**config.mk**
```make
export PLATFORM = sky130hd
export DESIGN_NAME = ctp_cell
export DESIGN_NICKNAME = d
export VERILOG_FILES = /design/src/ctp_pkg.sv /design/src/ctp_cell.sv
export SDC_FILE = /design/constraint.sdc
export NUM_CORES = 1
export LEC_CHECK = 0
export BUFFER_PORTS_ARGS = -buffer_cell sky130_fd_sc_hd__buf_2
export CAP_MARGIN = 20
export CORE_MARGIN = 10
export CORE_UTILIZATION = 50
export CTS_BUF_LIST = sky130_fd_sc_hd__clkbuf_4
export CTS_CLUSTER_SIZE = 8
export DETAILED_ROUTE_END_ITERATION = 16
export GPL_TIMING_DRIVEN = 1
export PLACE_DENSITY_LB_ADDON = 0.3
export REMOVE_ABC_BUFFERS = 1
export SLEW_MARGIN = 40
export SYNTH_ARGS = -nofsm -noshare
export SYNTH_HDL_FRONTEND = slang
export SYNTH_SLANG_ARGS = --single-unit
```
**constraint.sdc**
```tcl
create_clock -name clk -period 5.6 [get_ports clk]
set_input_delay 0.28 -clock clk [delete_from_list [all_inputs] [get_ports clk]]
set_output_delay 0.28 -clock clk [all_outputs]
set_load 0.01 [all_outputs]
```
**src/ctp_pkg.sv**
```systemverilog
// ----------------------------------------------------------------------------
// ctp_pkg: shared types and constants for the cartesian to polar converter
// Holds the arctangent table, gain correction factor, fixed angle codes and
// the per-transaction tag that travels alongside the CORDIC datapath.
// ----------------------------------------------------------------------------
package ctp_pkg;

	// default configuration
	localparam int DEF_CORDIC_STAGES = 16;
	localparam int DEF_DATA_WIDTH    = 16;

	// fraction bits added below the integer input
	localparam int GUARD_BITS = 14;

	// angle accumulator width, 2^32 units per turn
	localparam int ZW = 32;

	// number of table entries available
	localparam int ATAN_LEN = 24;

	// result field widths
	localparam int MOD_W = 16;
	localparam int ANG_W = 16;

	// 1/K in Q32
	localparam logic [31:0] INV_GAIN = 32'd2608131496;

	// accumulator angle limits
	localparam logic [31:0] QUARTER_TURN = 32'h4000_0000;
	localparam logic [31:0] HALF_TURN    = 32'h8000_0000;
	localparam logic [31:0] ANG_ROUND    = 32'h0000_8000;

	// output angle codes for points on the axes
	localparam logic [ANG_W-1:0] ANG_POS_RE = 16'd0;
	localparam logic [ANG_W-1:0] ANG_POS_IM = 16'd16384;
	localparam logic [ANG_W-1:0] ANG_NEG_RE = 16'd32768;
	localparam logic [ANG_W-1:0] ANG_NEG_IM = 16'd49152;

	// modulus saturation limit
	localparam logic [MOD_W-1:0] MOD_MAX = 16'hFFFF;

	// round(atan(2^-i) / (2pi) * 2^32)
	localparam logic [31:0] ATAN_TURNS [0:ATAN_LEN-1] = '{
		32'd536870912, 32'd316933406, 32'd167458907, 32'd85004756,
		32'd42667331,  32'd21354465,  32'd10680094,  32'd5340245,
		32'd2670163,   32'd1335087,   32'd667544,    32'd333772,
		32'd166886,    32'd83443,     32'd41722,     32'd20861,
		32'd10430,     32'd5215,      32'd2608,      32'd1304,
		32'd652,       32'd326,       32'd163,       32'd81
	};

	// side information carried with each transaction
	typedef struct packed {
		logic             axis;     // point on an axis or the origin
		logic             zero;     // origin
		logic             re_neg;
		logic             im_neg;
		logic [MOD_W-1:0] ax_mod;   // modulus for axis points
		logic [ANG_W-1:0] ax_ang;   // angle for axis points
	} ctp_tag_t;

endpackage

```
**src/ctp_cell.sv**
```systemverilog
// ----------------------------------------------------------------------------
// ctp_cell: one CORDIC vectoring iteration
// Rotates (x, y) toward the positive real axis by atan(2^-SHIFT), updates the
// angle accumulator and holds the result in its own register stage.
// ----------------------------------------------------------------------------
module ctp_cell #(
	parameter int XW    = 33,
	parameter int SHIFT = 0
) (
	input  logic                       clk,
	input  logic                       arst_n,
	input  logic                       in_valid,
	output logic                       in_ready,
	input  logic signed [XW-1:0]       in_x,
	input  logic signed [XW-1:0]       in_y,
	input  logic signed [ctp_pkg::ZW-1:0] in_z,
	input  ctp_pkg::ctp_tag_t          in_tag,
	output logic                       out_valid,
	input  logic                       out_ready,
	output logic signed [XW-1:0]       out_x,
	output logic signed [XW-1:0]       out_y,
	output logic signed [ctp_pkg::ZW-1:0] out_z,
	output ctp_pkg::ctp_tag_t          out_tag
);
	import ctp_pkg::*;

	logic signed [XW-1:0] dx, dy, nx, ny;
	logic signed [ZW-1:0] step, nz;
	logic signed [XW-1:0] x_q, y_q;
	logic signed [ZW-1:0] z_q;
	ctp_tag_t             tag_q;
	logic                 valid_q;
	logic                 load;

	// shifted cross terms, floor shifts
	assign dx   = in_y >>> SHIFT;
	assign dy   = in_x >>> SHIFT;
	assign step = signed'(ATAN_TURNS[SHIFT]);

	// rotate toward y = 0
	always_comb begin
		if (!in_y[XW-1]) begin
			nx = in_x + dx;
			ny = in_y - dy;
			nz = in_z + step;
		end else begin
			nx = in_x - dx;
			ny = in_y + dy;
			nz = in_z - step;
		end
	end

	// stage handshake, stage refills as soon as downstream takes its transaction
	assign in_ready = !valid_q || out_ready;
	assign load     = in_valid && in_ready;

	always_ff @(posedge clk or negedge arst_n) begin
		if (!arst_n) begin
			valid_q <= 1'b0;
		end else if (in_ready) begin
			valid_q <= in_valid;
		end
	end

	// payload
	always_ff @(posedge clk) begin
		if (load) begin
			x_q   <= nx;
			y_q   <= ny;
			z_q   <= nz;
			tag_q <= in_tag;
		end
	end

	assign out_valid = valid_q;
	assign out_x     = x_q;
	assign out_y     = y_q;
	assign out_z     = z_q;
	assign out_tag   = tag_q;

endmodule

```
== Yosys cells after proc, flatten, opt, wreduce, memory -nomap -nowiden ==
Index checks and enable logic that the tools add are counted.

* Bits in registers: 135
* Input port bits: 138
* Output and inout bits: 136
* Logic and storage cells: 21

* Add/subtract/negate cells: 5
* Multiplexer cells: 3
* Reduce and logical (&&, ||, !) cells: 3

{| class="wikitable"
|+ Operators with widths
! cell !! number
|-
| 33-bit two-way mux || 2
|-
| 33-bit subtractor || 2
|-
| 33-bit adder || 1
|-
| 32-bit by 31-bit adder with 32-bit output, second input constant || 1
|-
| 32-bit two-way mux || 1
|-
| 32-bit by 31-bit subtractor with 32-bit output, second input constant || 1
|-
| 1-bit logical AND || 1
|-
| 1-bit logical NOT || 1
|-
| 1-bit logical OR || 1
|}

== Depth between registers and ports, before layout ==
* Depth after elaboration: 3
* Depth in mapped cells: 13
* Gate-level depth less buffers: 12

== Worst setup path after synthesis ==
No wires, ideal clock.

* Path kind: flip-flop to flip-flop
* Start point: register valid_q (netlist: out_valid)
* End point: register tag_q, in the netlist out_tag[0], enable pin
* Library setup time: 0.508 ns
* Arrival: 3.660 ns
* Data required time: 5.092 ns
* Setup slack: 1.432 ns
* Stages on the path, launching flop included: 3
* Path buffers: 0
* Clock period less this slack: 4.168 ns
* Path through: dfrtp_1 -> nand2b_1 -> and2_1

* Word-level cells in the longest chain between the ends: 3

{| class="wikitable"
|+ RTL lines
! element !! RTL line !! RTL
|-
| from (decl) || ctp_cell.sv:32 || <nowiki>logic valid_q;</nowiki>
|-
| from (signal assigned) || ctp_cell.sv:61 || <nowiki>valid_q <= in_valid;</nowiki>
|-
| 1-bit logical NOT || ctp_cell.sv:54 || <nowiki>assign in_ready = !valid_q || out_ready;</nowiki>
|-
| 1-bit logical OR || ctp_cell.sv:54 ||
|-
| net in_ready || ctp_cell.sv:13 || <nowiki>output logic in_ready,</nowiki>
|-
| 1-bit logical AND || ctp_cell.sv:55 || <nowiki>assign load = in_valid && in_ready;</nowiki>
|-
| net load || ctp_cell.sv:33 || <nowiki>logic load;</nowiki>
|-
| to (signal assigned) || ctp_cell.sv:71 || <nowiki>tag_q <= in_tag;</nowiki>
|-
| to (decl) || ctp_cell.sv:31 || <nowiki>ctp_tag_t tag_q;</nowiki>
|}

The timed path passes the listed nets, and every way through them passes these cells.
A chain may end at the register's enable or synchronous reset.

== Final worst setup path ==
* Start point: input port in_x[0]
* End point: register x_q[30] (netlist: out_x[30]) (data pin)

* Word-level cells in the longest chain between the ends: 2
* Elaborated cells between the ends (all ways): 3
* Those cells by class: add/sub (2); mux (1)

{| class="wikitable"
|+ RTL lines
! element !! RTL line !! RTL
|-
| from (decl) || ctp_cell.sv:14 || <nowiki>input logic signed [XW-1:0] in_x,</nowiki>
|-
| 33-bit adder / 33-bit subtractor (equally long branches) || ctp_cell.sv:43, ctp_cell.sv:47 ||
|-
| 33-bit two-way mux (*) || ctp_cell.sv:42 || <nowiki>if (!in_y[XW-1]) begin</nowiki>
|-
| net nx[30] || ctp_cell.sv:27 || <nowiki>logic signed [XW-1:0] dx, dy, nx, ny;</nowiki>
|-
| to (signal assigned) || ctp_cell.sv:68 || <nowiki>x_q <= nx;</nowiki>
|-
| to (decl) || ctp_cell.sv:29 || <nowiki>logic signed [XW-1:0] x_q, y_q;</nowiki>
|}

The timed path passes the listed nets; every way through them passes the cells marked *.

==> metrics.cfg <==
[setup_path]
critPathTopFamily = compound AO/OA/AOI/OAI gates
cp.required_ns = 5.93
cp_slowest_cell = o41ai_2
worstSetupEndpointType = flip-flop
start_kind = input port
crit_buf_inv = 2
worst_path_largest_cell_delay_ns = 0.59
crit_chain = buf_2 > inv_1 > ha_1 > fa_1 > nand4b_4 > a31oi_2 > a211oi_1 > o41ai_2 > nand3_1 > o311a_1 > o2111ai_2 > o211ai_2 > xnor2_1
cp_max_fo = 4
cp.arrival_ns = 3.15
crit_type = input port to flip-flop

[grt]
grt_max_degree = 92
grt_usage_pct = 25.0
grt_pass1_vias = 9082
antenna_found_initial = 2
grt-ovfl-total = 0
grt_pass1_wl_mm = 52.0

[routing]
wl_mm = 34.3
viasPerCell = 5.68
vias = 9279
wl_per_cell_um = 21.0
drc_errors = 0
ant_nets = 0
dr.pass1.iters = 6
drtIter0Drc = 824

[cts]
cts.repair.resized = 0
cts_buffers = 17
cts.clk_slew.worst_paths_ns = 0.16
insertion_delay_ns = 0.56
cts_setup_buffers = 0
htreeDepth = 4
postCtsHoldBufs = 67
clockRootBuffer = clkbuf_4
cts.sinks = 134
cts_tree = built
clockBufferDepth = 2

[timing]
fin_setup_tns_ns = 0
setup_viol = 0
rsz0062_at_grt = false
fin_crit_ns = 2.83
fmax_mhz = 354
worst_slew_pin_slew_ns = 0.734
drv_slew = 0
slew-limit-headroom_pct = 50.6
post-route-period-util_pct = 50.5
skew_ns = 0.0229
finalHoldViolCount = 0

[yosys]
ys_async_sr_fraction_pct = 0.746
synth_top_cell_by_area = edfxtp_1
synth-seq-cells = 134
netlist.area_leader.share_pct = 39.9
synth_area_leaders = edfxtp_1 (40%), ha_1 (12%), xnor2_1 (4.7%)
synth-edff-count = 133
synth_area_um2 = 10000
synthFlopType = edfxtp_1
yosys.cell_types.count = 85
synth_warnings = 0
postSynthAreaPerCell_um2 = 9.65
seq_area_frac_synth_pct = 40.2
syn_inst = 1037

[finish]
fin_util_pct = 63.8
drive_gt1_share_pct = 25.7
finalInstanceArea_um2 = 12500
syn2layout_area_growth_pct = 25.0
n_fill_cell = 1635
nNetsFinal = 1592

[place]
gp_congestion = 0.950
dpl_cell_area_um2 = 11500
io_buffers = 273
dp_hpwl_mm = 25.8

[floorplan]
die_area_um2 = 26100
initial_core_util_pct = 51.1
core_um2 = 19600
boundaryPins = 274
die_y_um = 161
die_x_um = 161
rows = 51

[run]
drv_cap = 0

[power_and_ir_drop]
power.leakage_nw = 5.54
ir_drop_uv = 133
p_per_area_nw_per_um2 = 238

[run_status]
status = finished clean

[worst_hold_path]
hold_class = input port to flip-flop

==> power by group <==
part           total (mW)  internal [mW]  switching (mW)
Sequential           1.25           1.23          0.0238
Combinational       0.984          0.380           0.604
Clock               0.744          0.286           0.458
==> metal layers <==
metal  wire length (um)  part of all wire, %  track usage (%)  vias to the layer above
met3               3140                  9.2             5.19                       39
met4                640                  1.9             6.74                        0
li1                   -                    -                -                     4368
met5                  0                    0                0                        -
met2              16600                   49             43.0                      458
met1              13800                   40             31.3                     4414
==> path summary, 6_finish.rpt <==
check                                         to  depth (start not counted)  slack, ns             startpoint
max in group asynchronous  out_valid$_DFFE_PN0N_                          2       5.46                 arst_n
hold reg to reg            out_valid$_DFFE_PN0N_                          2       0.66  out_valid$_DFFE_PN0N_
hold / removal               out_z[29]$_DFFE_PP_                          2       0.04               in_z[29]
setup reg to reg             out_y[29]$_DFFE_PP_                          3       3.47  out_valid$_DFFE_PN0N_
setup / recovery             out_x[30]$_DFFE_PP_                         13       2.77                in_x[0]
min in group asynchronous  out_valid$_DFFE_PN0N_                          2       0.06                 arst_n
==> Yosys cell counts, types with 11 or more instances <==
cell / n
edfxtp_1: 133
mux2i_1: 11
o21bai_1: 11
inv_1: 97
a21o_1: 22
a211oi_1: 13
nor2_1: 101
a21oi_1: 94
ha_1: 96
buf_2: 11
nor3_1: 26
clkbuf_1: 18
nand2_1: 47
nor2b_1: 15
nand3_1: 16
xnor2_1: 54
o21ai_0: 63
==> kinds of logic (layout without fill, tap and decap cells) <==
group,count (synthesis),in the layout,synth area share (%)
and+or+nand+nor,268,268,13.0
muxes,11,11,1.10
buffers and inverters,149,479,6.25
xor gates and xnor gates,64,64,5.60
DFF,134,134,40.2
adders and majority gates,100,100,12.8
other,0,2,0
AOI/OAI and AO/OA,311,311,21.1
==> sequential cells by signal (all words and copies together), names as in the netlist <==
name,flops
out_tag,36
out_valid,1
out_x,32
out_y,33
out_z,32
==> metrics by stage <==
step                power [mW]  setup slack (ns)  hold slack, ns  cells
finish                    2.98              2.77          0.0404   1634
global route              3.12              2.63          0.0202   1634
CTS                       2.97              2.83         0.00174   1632
detailed placement        2.20              2.22          0.0556   1533
global placement          2.19              2.28          0.0554   1532
floorplan                 1.86              1.43         -0.0156    991
==> cells in the final DEF (no fill, tap or decap), drive strengths merged, types with 5 or more instances in the layout <==
cell type,netlist,layout
a211oi,15,15
o221ai,5,5
o31ai,10,10
nor3,27,27
edfxtp,133,133
or2,10,10
a211o,5,5
a2111oi,6,6
nand3,16,16
buf,28,277
o211ai,10,10
mux2i,11,11
clkbuf,18,17
nand2,48,48
a21oi,99,99
nand2b,10,10
o21bai,11,11
o21a,5,5
xnor2,54,54
nor4,8,8
nor2,102,102
or3,9,9
inv,102,110
dlygate4sd3,0,67
o2111ai,6,6
a21boi,6,6
nor2b,15,15
and3,5,5
a31oi,12,12
nand4,7,7
o21ai,70,70
ha,96,96
a21o,22,22
a22oi,6,6
xor2,10,10
==> cell type report <==
class / instances / area [um2] / area share, %
sequential: 134 / 4020 / 32.1
timing repair buffer: 344 / 2080 / 16.7
multi-input combinational: 754 / 5360 / 42.9
clock buffer: 17 / 128 / 1.02
antenna: 2 / 5.00 / 0.0400
tap: 265 / 332 / 2.65
clock inverter: 15 / 186 / 1.49
inverter: 103 / 387 / 3.09
No activity file was read; power rests on OpenSTA's default activity.
