File: src/ctp_pkg.sv
// ----------------------------------------------------------------------------
// ctp_pkg: shared types and constants for the cartesian to polar converter
// Holds the arctangent table, gain correction factor, fixed angle codes and
// the per-transaction tag that travels alongside the CORDIC datapath.
// ----------------------------------------------------------------------------
package ctp_pkg;

	// default configuration
	localparam int DEF_CORDIC_STAGES = 16;
	localparam int DEF_DATA_WIDTH    = 16;

	// fraction bits added below the integer input
	localparam int GUARD_BITS = 14;

	// angle accumulator width, 2^32 units per turn
	localparam int ZW = 32;

	// number of table entries available
	localparam int ATAN_LEN = 24;

	// result field widths
	localparam int MOD_W = 16;
	localparam int ANG_W = 16;

	// 1/K in Q32
	localparam logic [31:0] INV_GAIN = 32'd2608131496;

	// accumulator angle limits
	localparam logic [31:0] QUARTER_TURN = 32'h4000_0000;
	localparam logic [31:0] HALF_TURN    = 32'h8000_0000;
	localparam logic [31:0] ANG_ROUND    = 32'h0000_8000;

	// output angle codes for points on the axes
	localparam logic [ANG_W-1:0] ANG_POS_RE = 16'd0;
	localparam logic [ANG_W-1:0] ANG_POS_IM = 16'd16384;
	localparam logic [ANG_W-1:0] ANG_NEG_RE = 16'd32768;
	localparam logic [ANG_W-1:0] ANG_NEG_IM = 16'd49152;

	// modulus saturation limit
	localparam logic [MOD_W-1:0] MOD_MAX = 16'hFFFF;

	// round(atan(2^-i) / (2pi) * 2^32)
	localparam logic [31:0] ATAN_TURNS [0:ATAN_LEN-1] = '{
		32'd536870912, 32'd316933406, 32'd167458907, 32'd85004756,
		32'd42667331,  32'd21354465,  32'd10680094,  32'd5340245,
		32'd2670163,   32'd1335087,   32'd667544,    32'd333772,
		32'd166886,    32'd83443,     32'd41722,     32'd20861,
		32'd10430,     32'd5215,      32'd2608,      32'd1304,
		32'd652,       32'd326,       32'd163,       32'd81
	};

	// side information carried with each transaction
	typedef struct packed {
		logic             axis;     // point on an axis or the origin
		logic             zero;     // origin
		logic             re_neg;
		logic             im_neg;
		logic [MOD_W-1:0] ax_mod;   // modulus for axis points
		logic [ANG_W-1:0] ax_ang;   // angle for axis points
	} ctp_tag_t;

endpackage

File: src/ctp_post.sv
// ----------------------------------------------------------------------------
// ctp_post: gain correction and angle unfolding
// Stage one multiplies x by 1/K in two partial products and maps the first
// quadrant angle back to its quadrant; stage two sums, rounds and saturates
// the modulus and holds the result for the output channel.
// ----------------------------------------------------------------------------
module ctp_post #(
	parameter int XW = 33
) (
	input  logic                          clk,
	input  logic                          arst_n,
	input  logic                          in_valid,
	output logic                          in_ready,
	input  logic signed [XW-1:0]          in_x,
	input  logic signed [ctp_pkg::ZW-1:0] in_z,
	input  ctp_pkg::ctp_tag_t             in_tag,
	output logic                          out_valid,
	input  logic                          out_ready,
	output logic [ctp_pkg::MOD_W-1:0]     out_modulus,
	output logic [ctp_pkg::ANG_W-1:0]     out_angle,
	output logic                          out_zero
);
	import ctp_pkg::*;

	// positive part of x, high slice from bit 16 up, product and sum widths
	localparam int UW  = XW - 1;
	localparam int HW  = UW - 16;
	localparam int HPW = HW + 32;
	localparam int LPW = 48;
	localparam int AW  = (HW + 33 > 46) ? HW + 33 : 46;
	localparam int MW  = AW - 30;

	logic [UW-1:0]        ux;
	logic [HPW-1:0]       hi_prod;
	logic [LPW-1:0]       lo_prod;
	logic [31:0]          zc, a, t, tr;
	logic [AW-1:0]        acc, rnd;
	logic [MW-1:0]        mag;
	logic [MOD_W-1:0]     mod_sat;

	logic [HPW-1:0]       hi_s1;
	logic [LPW-1:0]       lo_s1;
	logic [ANG_W-1:0]     ang_s1;
	ctp_tag_t             tag_s1;
	logic                 valid_s1;
	logic                 ready_s1;

	logic [MOD_W-1:0]     mod_q;
	logic [ANG_W-1:0]     ang_q;
	logic                 zero_q;
	logic                 valid_q;
	logic                 ready_q;

	// split gain multiply
	assign ux      = (in_x > 0) ? in_x[UW-1:0] : '0;
	assign hi_prod = HPW'(ux[UW-1:16]) * HPW'(INV_GAIN);
	assign lo_prod = LPW'(ux[15:0]) * LPW'(INV_GAIN);

	// clamp first quadrant angle to [0, quarter turn]
	assign zc = in_z[ZW-1] ? 32'd0 : 32'(in_z);
	assign a  = (zc > QUARTER_TURN) ? QUARTER_TURN : zc;

	// unfold into the source quadrant, modulo a full turn
	always_comb begin
		case ({in_tag.re_neg, in_tag.im_neg})
			2'b00:   t = a;
			2'b10:   t = HALF_TURN - a;
			2'b11:   t = HALF_TURN + a;
			default: t = 32'd0 - a;
		endcase
	end

	// round to 2^16 units per turn
	assign tr = t + ANG_ROUND;

	// stage one
	assign ready_s1 = !valid_s1 || ready_q;
	assign in_ready = ready_s1;

	always_ff @(posedge clk or negedge arst_n) begin
		if (!arst_n) begin
			valid_s1 <= 1'b0;
		end else if (ready_s1) begin
			valid_s1 <= in_valid;
		end
	end

	always_ff @(posedge clk) begin
		if (in_valid && ready_s1) begin
			hi_s1  <= hi_prod;
			lo_s1  <= lo_prod;
			ang_s1 <= tr[31:16];
			tag_s1 <= in_tag;
		end
	end

	// sum partial products, round half up at the guard point, saturate
	assign acc     = AW'(hi_s1) + AW'(lo_s1[LPW-1:16]);
	assign rnd     = acc + (AW'(1) << (15 + GUARD_BITS));
	assign mag     = rnd[AW-1:30];
	assign mod_sat = (mag > MW'(MOD_MAX)) ? MOD_MAX : mag[MOD_W-1:0];

	// output register
	assign ready_q = !valid_q || out_ready;

	always_ff @(posedge clk or negedge arst_n) begin
		if (!arst_n) begin
			valid_q <= 1'b0;
		end else if (ready_q) begin
			valid_q <= valid_s1;
		end
	end

	always_ff @(posedge clk) begin
		if (valid_s1 && ready_q) begin
			mod_q  <= tag_s1.axis ? tag_s1.ax_mod : mod_sat;
			ang_q  <= tag_s1.axis ? tag_s1.ax_ang : ang_s1;
			zero_q <= tag_s1.zero;
		end
	end

	assign out_valid   = valid_q;
	assign out_modulus = mod_q;
	assign out_angle   = ang_q;
	assign out_zero    = zero_q;

endmodule

File: config.mk
export PLATFORM = sky130hd
export DESIGN_NAME = ctp_post
export DESIGN_NICKNAME = d
export VERILOG_FILES = /design/src/ctp_pkg.sv /design/src/ctp_post.sv
export SDC_FILE = /design/constraint.sdc
export NUM_CORES = 1
export LEC_CHECK = 0
export BUFFER_PORTS_ARGS = -buffer_cell sky130_fd_sc_hd__buf_2
export CAP_MARGIN = 20
export CORE_MARGIN = 2
export CORE_UTILIZATION = 30
export DETAILED_ROUTE_END_ITERATION = 10
export GPL_TIMING_DRIVEN = 0
export PLACE_DENSITY = 0.52
export SLEW_MARGIN = 10
export SYNTH_ARGS = -nofsm -noshare
export SYNTH_HDL_FRONTEND = slang
export SYNTH_SLANG_ARGS = --single-unit
File: constraint.sdc
create_clock -name clk -period 8.4 [get_ports clk]
set_clock_uncertainty 0.2 [all_clocks]
set_input_delay 0.84 -clock clk [delete_from_list [all_inputs] [get_ports clk]]
set_output_delay 0.84 -clock clk [all_outputs]
set_load 0.005 [all_outputs]
Word level (Yosys, flattened, before mapping)
Cells that the tools add are included.
- add/subtract/negate cells: 6
- multipliers: 2
- magnitude comparators: 3
- equal/unequal tests: 2
- muxes and demuxes: 7
- reductions and logical operators: 7
- operator list (kind ; number):
    $pmux W32 S3 ; 1
    $mul A16 B29 Y45 const B ; 2
    $mux W31 ; 2
    $add A48 B32 Y49 ; 1
    $add A49 B30 Y49 const B ; 1
    $mux W16 ; 3
    $gt A33 B1 Y1 const B ; 1
    $add A32 B16 Y32 const B ; 1
    $add A32 B31 Y32 const A ; 1
    $mux W32 ; 1
    $sub A1 B31 Y32 const A ; 1
    $sub A32 B31 Y32 const A ; 1
    $gt A31 B31 Y1 const B ; 1
    $gt A19 B16 Y1 const B ; 1
    $eq A2 B2 Y1 const B ; 2
    $logic_and A1 B1 Y1 ; 2
    $logic_not A1 Y1 ; 2
    $logic_not A2 Y1 ; 1
    $logic_or A1 B1 Y1 ; 2
- flip-flop bits (word level): 175
- input port bits: 105
- output and inout port bits: 35
- word-level logic and storage cells: 39

Depth between registers and ports, before layout
- depth after elaboration: 6
- depth in mapped cells: 31
- mapped depth without buffers: 28

Worst setup path after synthesis
OpenSTA, ideal clock, no wires.
- path type: input to register
- from: input in_x[6]
- to: register lo_s1[44] (data pin)
- setup time: 0.262 ns
- data arrival time: 7.681 ns
- data required time: 7.938 ns
- path slack: 0.258 ns
- stages on the path: 30
- path buffers: 2
- cells stage by stage: nor4_1 > nand4_1 > nor2_1 > nor2_1 > clkbuf_1 > clkbuf_1 > nand2_1 > inv_1 > ha_1 > inv_1 > fa_1 > inv_1 > fa_1 > inv_1 > fa_1 > inv_1 > fa_1 > inv_1 > fa_1 > inv_1 > ha_1 > a211oi_1 > o2bb2ai_1 > a311oi_1 > o41ai_1 > o211ai_1 > a31oi_1 > o21bai_1 > a211oi_1 > xnor2_1
- cells in the longest elaborated chain, start to end: 3
- ends and longest elaborated chain (item ; RTL line ; RTL):
    start: declaration ; ctp_post.sv:14 ; input logic signed [XW-1:0] in_x,
    $gt A33 B1 Y1 ; ctp_post.sv:55 ; assign ux = (in_x > 0) ? in_x[UW-1:0] : '0;
    $mux W32 (*) ; ctp_post.sv:55 ;
    $mul A16 B29 Y45 (*) ; ctp_post.sv:57 ; assign lo_prod = LPW'(ux[15:0]) * LPW'(INV_GAIN);
    net lo_prod[44] ; ctp_post.sv:35 ; logic [LPW-1:0] lo_prod;
    end signal: assignment ; ctp_post.sv:91 ; lo_s1 <= lo_prod;
    end: declaration ; ctp_post.sv:42 ; logic [LPW-1:0] lo_s1;
The timed path passes the listed nets; every way through them passes the cells marked *.
A chain may end at the register's enable or synchronous reset.

Final worst setup path
- from: input in_x[19]
- to: register lo_s1[47] (data pin)
- cells in the longest elaborated chain, start to end: 3
- ends and longest elaborated chain (item ; RTL line):
    $gt A33 B1 Y1 ; ctp_post.sv:55
    $mux W32 ; ctp_post.sv:55
    $mul A16 B29 Y45 ; ctp_post.sv:57
    net lo_prod[47] ; ctp_post.sv:35
The timed path passes the listed nets, and every way through them passes these cells.

==> run metrics <==
CTS Buf Count 17; Worst slew margin between 40% and 50%; fin area around 28000 sq um; WL final 64.1 mm; synthesis-stage register bit count around 160; Pwr Total 10.9 mW; Yosys cell types 74; GP Congestion between 0.8 and 0.9; Layout Utilization a little over a third; final hold slack 0.248 ns; endpoints failing setup 0; vias in the first global route approximately 18000; worst hold endpoint out_zero$_DFFE_PP_; die outline height 285 microns; vias per std cell between 4 and 5; Ports 140; top_reg_cell synth edfxtp_1; CTS tree done; clk slew on worst S/H paths around 0.07 ns; syn_nets just over 3000; Arrival @ worst endpoint ~8.4 ns; Synth Instances between 2000 and 2500; CP max stage cell fa_1; first-pass iteration count of the detailed router 5; Placed Instances 3455; reg-to-reg startpoint hi_s1[5]$_DFFE_PP_; Wirelength per Cell 18.2 microns; status finished clean; Seq. cell area ~4800 sq um; via count approximately 17000; CP max stage delay between 0.5 and 0.6 ns; period utilisation layout 99.6%; Worst setup EP type flop; share of cells above drive strength 1 16.7%; GRT overflow 0; r2r endpoint out_modulus[12]$_DFFE_PP_; worst-path fanout max 6; Final Net Count about 3300; ys async rst share under 10%; Post-DP HPWL approximately 55 mm; CTS root buffer clkbuf_16; core box area between 70000 and 80000 sq um; data required time of the worst path 8.39 ns; startpoint types input port; DRC 0; R2R Setup Slk 4.15 ns; area of the multi-input gates 17700 sq um; LEAKAGE 13.7 nW; placed instance area ~26000 sq um; Critical Path Most Common Cell fa_1; P per Cell Area approximately 400 nW/um^2; H-tree Lvls 4; global-route wire length before repair about 100 mm; Slew Limit Fails 0; DR iter-0 viols ~840; Die Area about 80000 sq um; Post-Place Worst Slack -3.23 ns; diode count 0; area leader, netlist fa_1; clock sinks about 160; top cells by area, synth fa_1 (29%), ha_1 (20%), edfxtp_1 (20%); Highest Clock Rate 0.120 GHz; maxcap violations 0; Std-Cell Rows roughly 100; clock latency on the worst-skew pair ~0.44 ns; worst slew pin tran 0.844 ns; final worst path period need between 8 and 9 ns; fill count 7864; HP Class reg -> reg; Die X-Extent approximately 290 microns; CP Class in -> reg; maximum vdd drop between 0.3 and 0.4 mV; YS warnings 0; initial antenna violation count 0; register area share after synthesis between 20% and 30%; hold_sp tag_s1[34]$_DFFE_PP_; Starting Density between 30% and 40%; clock tree buffer depth 2; Detail Route Antenna Nets 0; post-synthesis to final-layout area growth 17.2%; share of the synthesized area in the top cell type about 29%; number of synthesized flops with an enable pin ~160; Hold Path Depth 0; GRT Overall Usage about 16%; worst r2r path cells 12; largest net degree at the start of global routing 47; syn_area_per_cell 10.5 sq um; port bufs roughly 140; setup ws final between 0.03 and 0.04 ns; final hold violations 0; post-route insts no fill approximately 3500; Synth Cell Area 23700 sq um; total negative slack 0 ns
[repair_timing]
action                                  4_1_cts  5_1_grt
setup buffers                                27       18
hold buffers                                  1        0
pin swaps                                    32       59
gates cloned                                  2        0
hold endpoints to repair                      2        0
endpoints found under the setup margin       62       22
gates resized for setup                     141       98
[cells in the final DEF, fill, tap and decap left out, types with 17 or more instances in the layout]
cell	netlist	routed
xor2_1	39	36
xnor2_1	67	63
fa_1	339	324
edfxtp_1	157	157
nand3_1	23	22
mux2_2	17	17
inv_1	566	548
ha_4	0	24
nor2_1	63	61
nand2_1	84	74
buf_4	0	44
buf_2	0	130
nand2b_1	22	22
ha_1	386	349
a21oi_1	90	81
nor3_1	25	24
nor2b_1	19	18
nand4_1	20	20
o21ai_0	44	38
clkbuf_16	0	19
a21o_1	49	49
[cells by family after synthesis]
group           count (synthesis)  synth area share, %
flops                         159                 20.1
fa+ha+maj                     725                 49.0
compound gates                296                 8.29
xor+xnor                      107                 3.98
simple gates                  357                 8.02
mux                            29                 1.31
buf+inv                       591                 9.35
[cell usage after synthesis, types with 25 or more instances]
cell / count
edfxtp_1: 157
a21oi_1: 90
nand2_1: 84
xor2_1: 39
nor3_1: 25
nor2_1: 63
fa_1: 339
ha_1: 386
inv_1: 566
xnor2_1: 67
o21ai_0: 44
a21o_1: 49
[state kept, by name, summed over array words and instances (netlist names)]
signal	flops
hi_s1	45
tag_s1	34
lo_s1	29
ang_s1	16
out_angle	16
out_modulus	16
out_valid	1
out_zero	1
valid_s1	1
[critical path, delay by kind of cell]
kind	cells	cell delay, ns
adder cells (fa/ha/maj)	7	3.43
XOR/XNOR	1	0.10
AO/OA/AOI/OAI	5	0.98
buffers and inverters	9	0.95
AND/OR/NAND/NOR	8	2.01
[metal layers]
layer  global-route usage [%]  share of wire [%]  vias to the layer above  wire length [microns]
li1                         -                  -                     7837                      -
met1                     21.3                 45                     8305                  28800
met2                     28.0                 49                      306                  31500
met3                     1.97                3.4                       55                   2200
met4                     3.78                2.5                        0                   1610
met5                        0                  0                        -                      0
[how the worst max path moves through the flow]
stage	end	startpoint	depth (start not counted)
2_1_floorplan	lo_s1[44]$_DFFE_PP_	in_x[6]	30
3_3_place_gp	lo_s1[44]$_DFFE_PP_	in_x[21]	31
3_5_place_dp	lo_s1[44]$_DFFE_PP_	in_x[19]	31
4_1_cts	lo_s1[46]$_DFFE_PP_	in_x[27]	33
5_1_grt	lo_s1[46]$_DFFE_PP_	in_x[19]	31
6_report	lo_s1[47]$_DFFE_PP_	in_x[19]	30
[power breakdown]
| part | total, mW | switching, mW | internal (mW) |
|---|---|---|---|
| combinational | 8.66 | 4.92 | 3.75 |
| sequential | 1.52 | 0.0804 | 1.44 |
| clock | 0.757 | 0.359 | 0.398 |
| total | 10.9 | 5.36 | 5.58 |
[layout make-up]
| type | instances | area share, % |
|---|---|---|
| Buffer | 19 | 0.446 |
| Clock buffer | 17 | 1.53 |
| Inverter | 567 | 7.79 |
| Sequential cell | 159 | 17.1 |
| Tap cell | 1050 | 4.73 |
| Timing Repair Buffer | 189 | 4.28 |
| Clock inverter | 15 | 0.585 |
| Multi-Input combinational cell | 1514 | 63.5 |
No activity file was read; power rests on OpenSTA's default activity.
